`src/hw/rtl/ccjd_pkg.sv`:
```
// Shared types, constants and calendar helpers for the calendar clock block.
// No dependencies; imported by every module of the block.
package ccjd_pkg;

    localparam int YEAR_W    = 14;
    localparam int MONTH_W   = 4;
    localparam int DAY_W     = 5;
    localparam int MS_W      = 27;
    localparam int STEP_W    = 28;
    localparam int HOUR_W    = 5;
    localparam int MINUTE_W  = 6;
    localparam int SECOND_W  = 6;
    localparam int ORD_W     = 9;
    localparam int JD_W      = 23;
    localparam int SEC_TOT_W = 17;   // whole seconds of the day
    localparam int MIN_TOT_W = 11;   // whole minutes of the day

    localparam int IN_DATA_W  = 80;
    localparam int OUT_DATA_W = 104;

    typedef logic [YEAR_W-1:0]        year_t;
    typedef logic [MONTH_W-1:0]       month_t;
    typedef logic [DAY_W-1:0]         day_t;
    typedef logic [MS_W-1:0]          ms_t;
    typedef logic signed [STEP_W-1:0] step_t;
    typedef logic [HOUR_W-1:0]        hour_t;
    typedef logic [MINUTE_W-1:0]      minute_t;
    typedef logic [SECOND_W-1:0]      second_t;
    typedef logic [ORD_W-1:0]         ordinal_t;
    typedef logic [JD_W-1:0]          julian_t;
    typedef logic [SEC_TOT_W-1:0]     sec_tot_t;
    typedef logic [MIN_TOT_W-1:0]     min_tot_t;

    typedef enum logic {
        KIND_STEP = 1'b0,
        KIND_LOAD = 1'b1
    } kind_t;

    localparam year_t  YEAR_MIN   = 14'd1;
    localparam year_t  YEAR_MAX   = 14'd9999;
    localparam month_t MONTH_JAN  = 4'd1;
    localparam month_t MONTH_FEB  = 4'd2;
    localparam month_t MONTH_DEC  = 4'd12;
    localparam day_t   DAY_FIRST  = 5'd1;
    localparam day_t   DAY_LONG   = 5'd31;
    localparam ms_t    MS_PER_DAY = 27'd86400000;
    localparam ms_t    MS_LAST    = 27'd86399999;
    localparam step_t  STEP_MAX   = 28'sd86399999;
    localparam step_t  STEP_MIN   = -28'sd86399999;

    // divisibility by 25 through the inverse of 25 modulo 2^14
    localparam year_t INV25       = 14'd7209;
    localparam year_t DIV25_LIMIT = 14'd655;

    // exact reciprocal constants for the time-of-day split
    localparam logic [24:0] SEC_RECIP  = 25'd17179870;   // (ms >> 3) / 125
    localparam int          SEC_SHIFT  = 31;
    localparam logic [13:0] HOUR_RECIP = 14'd9321;       // (s >> 4) / 225
    localparam int          HOUR_SHIFT = 21;
    localparam logic [15:0] MIN_RECIP  = 16'd34953;      // (s >> 2) / 15
    localparam int          MIN_SHIFT  = 19;
    localparam int          PER_SIXTY  = 60;

    localparam int JD_YEAR_MUL = 367;
    localparam int JD_OFFSET   = 1721013;

    typedef struct packed {
        year_t  year;
        month_t month;
        day_t   day;
        ms_t    ms;
    } date_time_t;

    localparam date_time_t DT_RESET = '{year: 14'd1920, month: 4'd1, day: 5'd2,
                                        ms: 27'd43200000};

    typedef struct packed {
        kind_t  kind;
        step_t  step;
        year_t  year;
        month_t month;
        day_t   day;
        ms_t    ms;
    } cmd_t;

    typedef struct packed {
        date_time_t dt;
        logic       range_error;
    } snap_t;

    typedef struct packed {
        date_time_t dt;
        hour_t      hour;
        minute_t    minute;
        second_t    second;
        ordinal_t   ordinal;
        julian_t    julian;
        logic       range_error;
    } result_t;

    function automatic logic is_leap(input year_t y);
        year_t prod;
        logic  div25;
        prod  = y * INV25;
        div25 = (prod <= DIV25_LIMIT);
        return (y[1:0] == 2'b00) && (!div25 || (y[3:0] == 4'b0000));
    endfunction

    function automatic day_t month_len(input year_t y, input month_t m);
        day_t len;
        unique case (m)
            4'd2:                   len = is_leap(y) ? 5'd29 : 5'd28;
            4'd4, 4'd6, 4'd9, 4'd11: len = 5'd30;
            default:                len = DAY_LONG;
        endcase
        return len;
    endfunction

    function automatic ordinal_t days_before(input month_t m);
        ordinal_t n;
        unique case (m)
            4'd2:    n = 9'd31;
            4'd3:    n = 9'd59;
            4'd4:    n = 9'd90;
            4'd5:    n = 9'd120;
            4'd6:    n = 9'd151;
            4'd7:    n = 9'd181;
            4'd8:    n = 9'd212;
            4'd9:    n = 9'd243;
            4'd10:   n = 9'd273;
            4'd11:   n = 9'd304;
            4'd12:   n = 9'd334;
            default: n = 9'd0;
        endcase
        return n;
    endfunction

    // floor(275 * m / 9)
    function automatic logic [8:0] jd_month_term(input month_t m);
        logic [8:0] n;
        unique case (m)
            4'd1:    n = 9'd30;
            4'd2:    n = 9'd61;
            4'd3:    n = 9'd91;
            4'd4:    n = 9'd122;
            4'd5:    n = 9'd152;
            4'd6:    n = 9'd183;
            4'd7:    n = 9'd213;
            4'd8:    n = 9'd244;
            4'd9:    n = 9'd275;
            4'd10:   n = 9'd305;
            4'd11:   n = 9'd336;
            4'd12:   n = 9'd366;
            default: n = 9'd0;
        endcase
        return n;
    endfunction

endpackage

```
`src/hw/rtl/ccjd_date_step.sv`:
```
// Date and time-of-day state with load / signed step update, one item per cycle while the snapshot is not stalled.
// Depends on ccjd_pkg.
module ccjd_date_step
    import ccjd_pkg::*;
(
    input  logic  clk,
    input  logic  rst_n,
    input  logic  cmd_valid,
    output logic  cmd_ready,
    input  cmd_t  cmd,
    output logic  snap_valid,
    input  logic  snap_ready,
    output snap_t snap
);

    date_time_t state_reg;
    date_time_t state_next;
    snap_t      snap_reg;
    logic       snap_valid_reg;
    logic       snap_valid_next;
    logic       err;
    logic       take;

    year_t               ld_year;
    month_t              ld_month;
    day_t                ld_day;
    day_t                ld_len;
    ms_t                 ld_ms;
    step_t               step_sat;
    logic signed [MS_W+1:0] t_sum;
    ms_t                 t_low;
    day_t                cur_len;
    month_t              prev_month;

    assign cmd_ready = !snap_valid_reg || snap_ready;
    assign take      = cmd_valid && cmd_ready;

    always_comb
    begin
        // load: clamp every field into range
        ld_year = cmd.year;
        if (ld_year < YEAR_MIN)
        begin
            ld_year = YEAR_MIN;
        end
        else if (ld_year > YEAR_MAX)
        begin
            ld_year = YEAR_MAX;
        end
        ld_month = cmd.month;
        if (ld_month < MONTH_JAN)
        begin
            ld_month = MONTH_JAN;
        end
        else if (ld_month > MONTH_DEC)
        begin
            ld_month = MONTH_DEC;
        end
        ld_len = month_len(ld_year, ld_month);
        ld_day = cmd.day;
        if (ld_day < DAY_FIRST)
        begin
            ld_day = DAY_FIRST;
        end
        else if (ld_day > ld_len)
        begin
            ld_day = ld_len;
        end
        ld_ms = (cmd.ms > MS_LAST) ? MS_LAST : cmd.ms;

        // step: clamp to less than one day, then carry or borrow one day
        step_sat = cmd.step;
        if (cmd.step > STEP_MAX)
        begin
            step_sat = STEP_MAX;
        end
        else if (cmd.step < STEP_MIN)
        begin
            step_sat = STEP_MIN;
        end
        t_sum      = $signed({2'b00, state_reg.ms}) + $signed({step_sat[STEP_W-1], step_sat});
        t_low      = t_sum[MS_W-1:0];
        cur_len    = month_len(state_reg.year, state_reg.month);
        prev_month = state_reg.month - 4'd1;

        state_next = state_reg;
        err        = 1'b0;
        if (cmd.kind == KIND_LOAD)
        begin
            state_next = '{year: ld_year, month: ld_month, day: ld_day, ms: ld_ms};
        end
        else if (t_sum >= $signed({2'b00, MS_PER_DAY}))
        begin
            if (state_reg.day >= cur_len)
            begin
                state_next.day = DAY_FIRST;
                if (state_reg.month == MONTH_DEC)
                begin
                    state_next.month = MONTH_JAN;
                    state_next.year  = state_reg.year + 14'd1;
                end
                else
                begin
                    state_next.month = state_reg.month + 4'd1;
                end
            end
            else
            begin
                state_next.day = state_reg.day + 5'd1;
            end
            state_next.ms = t_low - MS_PER_DAY;
            if (state_reg.year == YEAR_MAX && state_reg.month == MONTH_DEC
                && state_reg.day >= cur_len)
            begin
                err        = 1'b1;
                state_next = state_reg;
            end
        end
        else if (t_sum[MS_W+1])
        begin
            if (state_reg.day > DAY_FIRST)
            begin
                state_next.day = state_reg.day - 5'd1;
            end
            else if (state_reg.month > MONTH_JAN)
            begin
                state_next.month = prev_month;
                state_next.day   = month_len(state_reg.year, prev_month);
            end
            else
            begin
                state_next.month = MONTH_DEC;
                state_next.day   = DAY_LONG;
                state_next.year  = state_reg.year - 14'd1;
            end
            state_next.ms = t_low + MS_PER_DAY;
            if (state_reg.year == YEAR_MIN && state_reg.month == MONTH_JAN
                && state_reg.day == DAY_FIRST)
            begin
                err        = 1'b1;
                state_next = state_reg;
            end
        end
        else
        begin
            state_next.ms = t_low;
        end
    end

    always_comb
    begin
        snap_valid_next = snap_valid_reg;
        if (take)
        begin
            snap_valid_next = 1'b1;
        end
        else if (snap_ready)
        begin
            snap_valid_next = 1'b0;
        end
    end

    always_ff @(posedge clk or negedge rst_n)
    begin
        if (!rst_n)
        begin
            state_reg      <= DT_RESET;
            snap_valid_reg <= 1'b0;
        end
        else
        begin
            snap_valid_reg <= snap_valid_next;
            if (take)
            begin
                state_reg <= state_next;
            end
        end
    end

    always_ff @(posedge clk)
    begin
        if (take)
        begin
            snap_reg <= '{dt: state_next, range_error: err};
        end
    end

    assign snap_valid = snap_valid_reg;
    assign snap       = snap_reg;

endmodule

```
`src/hw/rtl/ccjd_result.sv`:
```
// Result pipeline: day of year, Julian base and hour/minute/second split.
// Three register stages built on constant reciprocal multiplies; depends on ccjd_pkg.
module ccjd_result
    import ccjd_pkg::*;
(
    input  logic    clk,
    input  logic    rst_n,
    input  logic    snap_valid,
    output logic    snap_ready,
    input  snap_t   snap,
    output logic    res_valid,
    input  logic    res_ready,
    output result_t res
);

    // stage A: seconds of day, ordinal, Julian base
    logic       a_valid_reg;
    date_time_t a_dt_reg;
    logic       a_err_reg;
    sec_tot_t   a_sec_reg;
    ordinal_t   a_ord_reg;
    julian_t    a_jd_reg;

    // stage B: hour and minute of day
    logic       b_valid_reg;
    date_time_t b_dt_reg;
    logic       b_err_reg;
    sec_tot_t   b_sec_reg;
    ordinal_t   b_ord_reg;
    julian_t    b_jd_reg;
    hour_t      b_hour_reg;
    min_tot_t   b_min_reg;

    // stage C: result register
    logic       res_valid_reg;
    result_t    res_reg;

    logic       a_ready;
    logic       b_ready;
    logic       c_ready;
    logic       a_load;
    logic       b_load;
    logic       c_load;

    logic [48:0] sec_prod;
    logic        leap;
    ordinal_t    ord_calc;
    logic [JD_W:0] jd_year;
    logic [16:0] jd_sub;
    logic [JD_W:0] jd_calc;
    logic [14:0] y_adj;
    logic [26:0] hour_prod;
    logic [30:0] min_prod;
    min_tot_t    minute_wide;
    sec_tot_t    second_wide;

    assign c_ready    = !res_valid_reg || res_ready;
    assign b_ready    = !b_valid_reg || c_ready;
    assign a_ready    = !a_valid_reg || b_ready;
    assign snap_ready = a_ready;
    assign a_load     = snap_valid && a_ready;
    assign b_load     = a_valid_reg && b_ready;
    assign c_load     = b_valid_reg && c_ready;

    always_comb
    begin
        sec_prod = 49'(snap.dt.ms[MS_W-1:3]) * 49'(SEC_RECIP);
        leap     = is_leap(snap.dt.year);
        ord_calc = ordinal_t'(snap.dt.day) + days_before(snap.dt.month)
                 + ordinal_t'((snap.dt.month > MONTH_FEB) && leap);
        // 367Y - 7(Y + [M > 2]) / 4 + 275M / 9 + D + offset
        y_adj    = 15'(snap.dt.year) + 15'(snap.dt.month > MONTH_FEB);
        jd_year  = (JD_W+1)'(snap.dt.year) * (JD_W+1)'(JD_YEAR_MUL);
        jd_sub   = (17'(y_adj) * 17'd7) >> 2;
        jd_calc  = jd_year - (JD_W+1)'(jd_sub) + (JD_W+1)'(jd_month_term(snap.dt.month))
                 + (JD_W+1)'(snap.dt.day) + (JD_W+1)'(JD_OFFSET);

        hour_prod = 27'(a_sec_reg[SEC_TOT_W-1:4]) * 27'(HOUR_RECIP);
        min_prod  = 31'(a_sec_reg[SEC_TOT_W-1:2]) * 31'(MIN_RECIP);

        minute_wide = b_min_reg - min_tot_t'(min_tot_t'(b_hour_reg) * min_tot_t'(PER_SIXTY));
        second_wide = b_sec_reg - sec_tot_t'(sec_tot_t'(b_min_reg) * sec_tot_t'(PER_SIXTY));
    end

    always_ff @(posedge clk or negedge rst_n)
    begin
        if (!rst_n)
        begin
            a_valid_reg   <= 1'b0;
            b_valid_reg   <= 1'b0;
            res_valid_reg <= 1'b0;
        end
        else
        begin
            if (a_ready)
            begin
                a_valid_reg <= snap_valid;
            end
            if (b_ready)
            begin
                b_valid_reg <= a_valid_reg;
            end
            if (c_ready)
            begin
                res_valid_reg <= b_valid_reg;
            end
        end
    end

    always_ff @(posedge clk)
    begin
        if (a_load)
        begin
            a_dt_reg  <= snap.dt;
            a_err_reg <= snap.range_error;
            a_sec_reg <= sec_prod[SEC_SHIFT +: SEC_TOT_W];
            a_ord_reg <= ord_calc;
            a_jd_reg  <= jd_calc[JD_W-1:0];
        end
        if (b_load)
        begin
            b_dt_reg   <= a_dt_reg;
            b_err_reg  <= a_err_reg;
            b_sec_reg  <= a_sec_reg;
            b_ord_reg  <= a_ord_reg;
            b_jd_reg   <= a_jd_reg;
            b_hour_reg <= hour_prod[HOUR_SHIFT +: HOUR_W];
            b_min_reg  <= min_prod[MIN_SHIFT +: MIN_TOT_W];
        end
        if (c_load)
        begin
            res_reg.dt          <= b_dt_reg;
            res_reg.hour        <= b_hour_reg;
            res_reg.minute      <= minute_wide[MINUTE_W-1:0];
            res_reg.second      <= second_wide[SECOND_W-1:0];
            res_reg.ordinal     <= b_ord_reg;
            res_reg.julian      <= b_jd_reg;
            res_reg.range_error <= b_err_reg;
        end
    end

    assign res_valid = res_valid_reg;
    assign res       = res_reg;

endmodule

```
`src/hw/rtl/calendar_clock_julian_date.sv`:
```
// Calendar clock top level: input register, date/time state update, result pipeline.
// Depends on ccjd_pkg, ccjd_date_step and ccjd_result.
//
// Usage:
//   s_axis carries commands: tuser is the kind (0 = add a signed step in ms,
//   1 = load date and time). Every command gives exactly one result on m_axis:
//   the current date and time, its hour/minute/second split, the day of year,
//   the integer Julian base (Julian date = base + 0.5 + ms / 86400000) and, in
//   tuser, a range error flag set when a step would leave years 1 to 9999; the
//   date and time are then held.
//   Path: input register, date/time state register, then result stages A, B
//   and C. Throughput: one command per cycle while nothing stalls, set by the
//   date update, which closes through the state registers; the hour/minute/
//   second split takes two more reciprocal-multiply stages.
//   Reset: state goes to 1920-01-02 12:00:00.000 and all stages empty.
//   Stalls: when m_axis_tready is low the result holds; empty stages behind it
//   keep taking commands until the pipeline fills, then s_axis_tready drops.
module calendar_clock_julian_date
    import ccjd_pkg::*;
(
    input  logic                  clk,
    input  logic                  rst_n,
    input  logic                  s_axis_tvalid,
    output logic                  s_axis_tready,
    // step_ms[27:0], load_year[41:28], load_month[45:42], load_day[50:46],
    // load_ms_of_day[77:51], zero pad[79:78]
    input  logic [IN_DATA_W-1:0]  s_axis_tdata,
    // kind
    input  logic                  s_axis_tuser,
    output logic                  m_axis_tvalid,
    input  logic                  m_axis_tready,
    // cur_year[13:0], cur_month[17:14], cur_day[22:18], cur_ms_of_day[49:23],
    // cur_hour[54:50], cur_minute[60:55], cur_second[66:61], ordinal_day[75:67],
    // julian_base[98:76], zero pad[103:99]
    output logic [OUT_DATA_W-1:0] m_axis_tdata,
    // range_error
    output logic                  m_axis_tuser
);

    logic    in_valid_reg;
    cmd_t    cmd_reg;
    cmd_t    cmd_in;
    logic    cmd_ready;
    logic    snap_valid;
    logic    snap_ready;
    snap_t   snap;
    result_t res;

    always_comb
    begin
        cmd_in.kind  = kind_t'(s_axis_tuser);
        cmd_in.step  = s_axis_tdata[27:0];
        cmd_in.year  = s_axis_tdata[41:28];
        cmd_in.month = s_axis_tdata[45:42];
        cmd_in.day   = s_axis_tdata[50:46];
        cmd_in.ms    = s_axis_tdata[77:51];
    end

    assign s_axis_tready = !in_valid_reg || cmd_ready;

    always_ff @(posedge clk or negedge rst_n)
    begin
        if (!rst_n)
        begin
            in_valid_reg <= 1'b0;
        end
        else if (s_axis_tready)
        begin
            in_valid_reg <= s_axis_tvalid;
        end
    end

    always_ff @(posedge clk)
    begin
        if (s_axis_tvalid && s_axis_tready)
        begin
            cmd_reg <= cmd_in;
        end
    end

    ccjd_date_step u_date_step (
        .clk        (clk),
        .rst_n      (rst_n),
        .cmd_valid  (in_valid_reg),
        .cmd_ready  (cmd_ready),
        .cmd        (cmd_reg),
        .snap_valid (snap_valid),
        .snap_ready (snap_ready),
        .snap       (snap)
    );

    ccjd_result u_result (
        .clk        (clk),
        .rst_n      (rst_n),
        .snap_valid (snap_valid),
        .snap_ready (snap_ready),
        .snap       (snap),
        .res_valid  (m_axis_tvalid),
        .res_ready  (m_axis_tready),
        .res        (res)
    );

    assign m_axis_tdata = {5'b00000, res.julian, res.ordinal, res.second, res.minute,
                           res.hour, res.dt.ms, res.dt.day, res.dt.month, res.dt.year};
    assign m_axis_tuser = res.range_error;

endmodule

```
`config.mk`:
```
export PLATFORM = sky130hd
export DESIGN_NAME = calendar_clock_julian_date
export DESIGN_NICKNAME = d
export VERILOG_FILES = /design/src/hw/rtl/ccjd_pkg.sv /design/src/hw/rtl/ccjd_date_step.sv /design/src/hw/rtl/ccjd_result.sv /design/src/hw/rtl/calendar_clock_julian_date.sv
export SDC_FILE = /design/constraint.sdc
export NUM_CORES = 2
export LEC_CHECK = 0
export ABC_CLOCK_PERIOD_IN_PS = 8200
export BUFFER_PORTS_ARGS = -buffer_cell sky130_fd_sc_hd__buf_2
export CORE_MARGIN = 2
export CORE_UTILIZATION = 55
export DETAILED_ROUTE_END_ITERATION = 8
export GPL_ROUTABILITY_DRIVEN = 0
export MAX_ROUTING_LAYER = met4
export PLACE_DENSITY = 0.75
export SLEW_MARGIN = 20
export SYNTH_ARGS = -nofsm -noshare
export SYNTH_HDL_FRONTEND = slang
export SYNTH_SLANG_ARGS = --single-unit
```
`constraint.sdc`:
```
create_clock -name clk -period 8.2 [get_ports clk]
set_clock_uncertainty 0.05 [all_clocks]
set_input_delay 1.64 -clock clk [delete_from_list [all_inputs] [get_ports clk]]
set_output_delay 1.64 -clock clk [all_outputs]
set_load 0.1 [all_outputs]
```
==> out/metrics.csv <==
metric,value,unit
worstPathRequired,8.56,ns
antenna_cells,0,
max-clock-path-buffers,3,
ant_nets,0,
period_needed,8.068,ns
dr.pass1.iters,6,
grt_pass1_vias,29310,
fmax,124.0,MHz
worst_path_max_delay_cell,fa_1,
rsz0062_at_grt,true,
startpoint_type,flop,
hold_violations,0,
die_w,284.3,microns
synth.avg_cell_area,11.15,sq um
slew_headroom,0.4159,
drv_cap,0,
fp-row-count,102,
holdCritPathClass,reg2reg,
dieArea,80840,sq um
routedWlPerCell,17.11,microns
num-nets-final,5323,
port-buffer-count,184,
drive_gt1_frac,0.1261,
synth_edf_count,430,
crit_top_cell,fa_1,
use_met1,0.3200,
globalRouteMet2Util,0.3774,
dpl.cell_count,5149,
synthArstFlopShare,0.1096,
cts.clk_slew.worst_paths,0.07,ns
synth_seq_area_share,0.3389,
hpwl,71.43,mm
slew_viol_final,0,
netlist_area,43220,sq um
tightestPinTransition,0.8648,ns
drc,0,
finalSetupViolations,0,
via_count,28645,
clock-sinks,502,
critical_path_arrival,8.43,ns
grt_overflow_total,0,
placed_area,46050,sq um
reg2reg_slack,0.13,ns
cts_buffers,55,
h-tree-depth,2,
crit_path_max_incr_delay,0.51,ns
synthDistinctLibCells,105,
grt_util_all_layers,0.2358,
vias_per_cell,5.448,
clk_latency,0.65,ns
pin_count,192,
core_area,77590,sq um
syn2layout_area_growth,11.59,%
drtIter0Drc,1961,
synth_flop_cell,edfxtp_1,
crit_type,reg2reg,
die_y,284.3,microns
antenna_found_initial,0,
endpoint_kind,flop,
totalWireLength,89.98,mm
fin_area,48230,sq um
cts_tree,done,
initial_utilization,0.5570,
grt_pass1_wl,149.7,mm
grt_max_degree,79,
largest_reg_flops,100,
globalRouteMet3Util,0.02785,
yosysWarningCount,0,
synth-seq-cells,502,
clock-root-buffer,clkbuf_16,
status,completed,
finalCritPeriodShare,0.9839,
busiest_layer,met2,
final_cells,5258,
critPathMaxFanout,3,
postSynthCellCount,3876,
==> Yosys cell counts (all sizes together), types with 16 or more instances <==
cell type  count  area, sq um
edfxtp       430        12910
a211oi        25        200.2
o21ai        123        619.3
xor2          36        322.8
nand4         20        125.1
xnor2        143         1267
fa           366         7327
and3          20        125.1
nand2        167        629.4
dfrtp         40         1001
nor2b         26        162.7
a21o          75        563.0
a21oi        145        740.7
mux2          30        337.8
o21a          22        166.4
a31oi         30        187.7
inv          721         2706
o22ai         18        118.9
nand2b        36        225.2
nor4          16        121.4
clkbuf        55        207.7
dfxtp         17        340.3
nor3          55        285.3
or3           17        111.4
nand3         66        330.3
o31ai         18        145.1
and2          22        137.6
ha           699         8746
buf           23        151.4
nor2         192        725.7
==> metal layers <==
layer,up-vias,part of all wire,wire (microns)
met5,-,0,0
met4,0,0.026,2351
met3,142,0.055,4968
met2,786,0.47,42140
met1,13837,0.45,40520
li1,13880,-,-
==> repair_timing <==
item	4_1_cts	5_1_grt
endpoints found under the setup margin	8	26
pin swaps	8	36
hold buffers	0	0
setup buffers	3	4
gates cloned	0	1
resized for setup	18	39
==> cells by family (layout without fill, tap and decap cells) <==
group | count (synthesis) | after routing | share of synthesized area
AO/OA/AOI/OAI | 604 | 604 | 0.09411
XOR/XNOR | 179 | 179 | 0.03679
adder cells (fa/ha/maj) | 1065 | 1065 | 0.3719
buffers and inverters | 801 | 1139 | 0.07110
flip-flops | 502 | 502 | 0.3389
multiplexers | 35 | 35 | 0.008974
other | 1 | 5 | 0.00008676
AND/OR/NAND/NOR | 689 | 689 | 0.07816
==> worst paths after layout <==
check | startpoint | endpoint | cells after the start
min reg2reg | u_result.b_dt_reg[15]$_DFFE_PP_ | u_result.res[65]$_DFFE_PP_ | 0
max in group asynchronous | rst_n | u_date_step.state_reg[1]$_DFFE_PN0P_ | 2
min | u_result.b_dt_reg[15]$_DFFE_PP_ | u_result.res[65]$_DFFE_PP_ | 0
max | u_date_step.snap[33]$_DFFE_PP_ | u_result.a_jd_reg[21]$_DFFE_PP_ | 36
min in group asynchronous | rst_n | u_date_step.state_reg[42]$_DFFE_PN0P_ | 2
max reg2reg | u_date_step.snap[33]$_DFFE_PP_ | u_result.a_jd_reg[21]$_DFFE_PP_ | 36
==> cells in the final DEF (no fill, tap or decap), types with 15 or more instances in the layout <==
cell / n
a31oi_1: 29
nor3_1: 50
nand3_1: 65
xor2_1: 34
ha_1: 690
or3_1: 16
buf_4: 129
and2_1: 18
a211oi_1: 24
o22ai_1: 17
dfxtp_1: 17
xnor2_1: 140
dfrtp_1: 40
nand4_1: 20
o21a_1: 21
o21ai_0: 104
dfstp_2: 15
edfxtp_1: 430
mux2_2: 29
inv_1: 715
and3_1: 20
buf_2: 184
a21o_1: 75
nand2_1: 166
o21bai_1: 15
fa_1: 365
clkbuf_16: 55
nor2b_1: 25
a21oi_1: 134
nand2b_1: 36
nor2_1: 189
==> through the flow <==
step | setup TNS, ns | util | setup WS, ns | hold slack [ns]
2_1_floorplan | 0 | - | 0.02313 | 0.3503
3_3_place_gp | -1.463 | 0.5934 | -0.4027 | 0.3515
3_5_place_dp | -2.631 | 0.5934 | -0.5511 | 0.3545
4_1_cts | 0 | 0.6188 | 0.003569 | 0.3237
5_1_grt | -0.3207 | 0.6215 | -0.1664 | 0.3364
6_report | 0 | 0.6215 | 0.1323 | 0.3166
==> worst max-delay path: cells and delay by family, from the launching register on <==
kind | cells | cell delay [ns]
and+or+nand+nor | 2 | 0.20
muxes | 1 | 0.20
AOI/OAI and AO/OA | 16 | 2.58
buffers and inverters | 4 | 0.16
xor gates and xnor gates | 2 | 0.28
DFF | 1 | 0.39
adders and majority gates | 11 | 3.95
==> final cells by class <==
class,count,area [sq um]
tap,1040,1301
clock inverter,39,474.2
sequential,502,14650
inverter,723,2719
multi-input combinational,2577,25780
fill,6206,29370
timing repair buffer,313,1889
clock buffer,63,1416
timing repair inverter,1,5.005
Power is not shown: default switching activity piles up to over one toggle a cycle in this logic, so the estimate is an artifact.
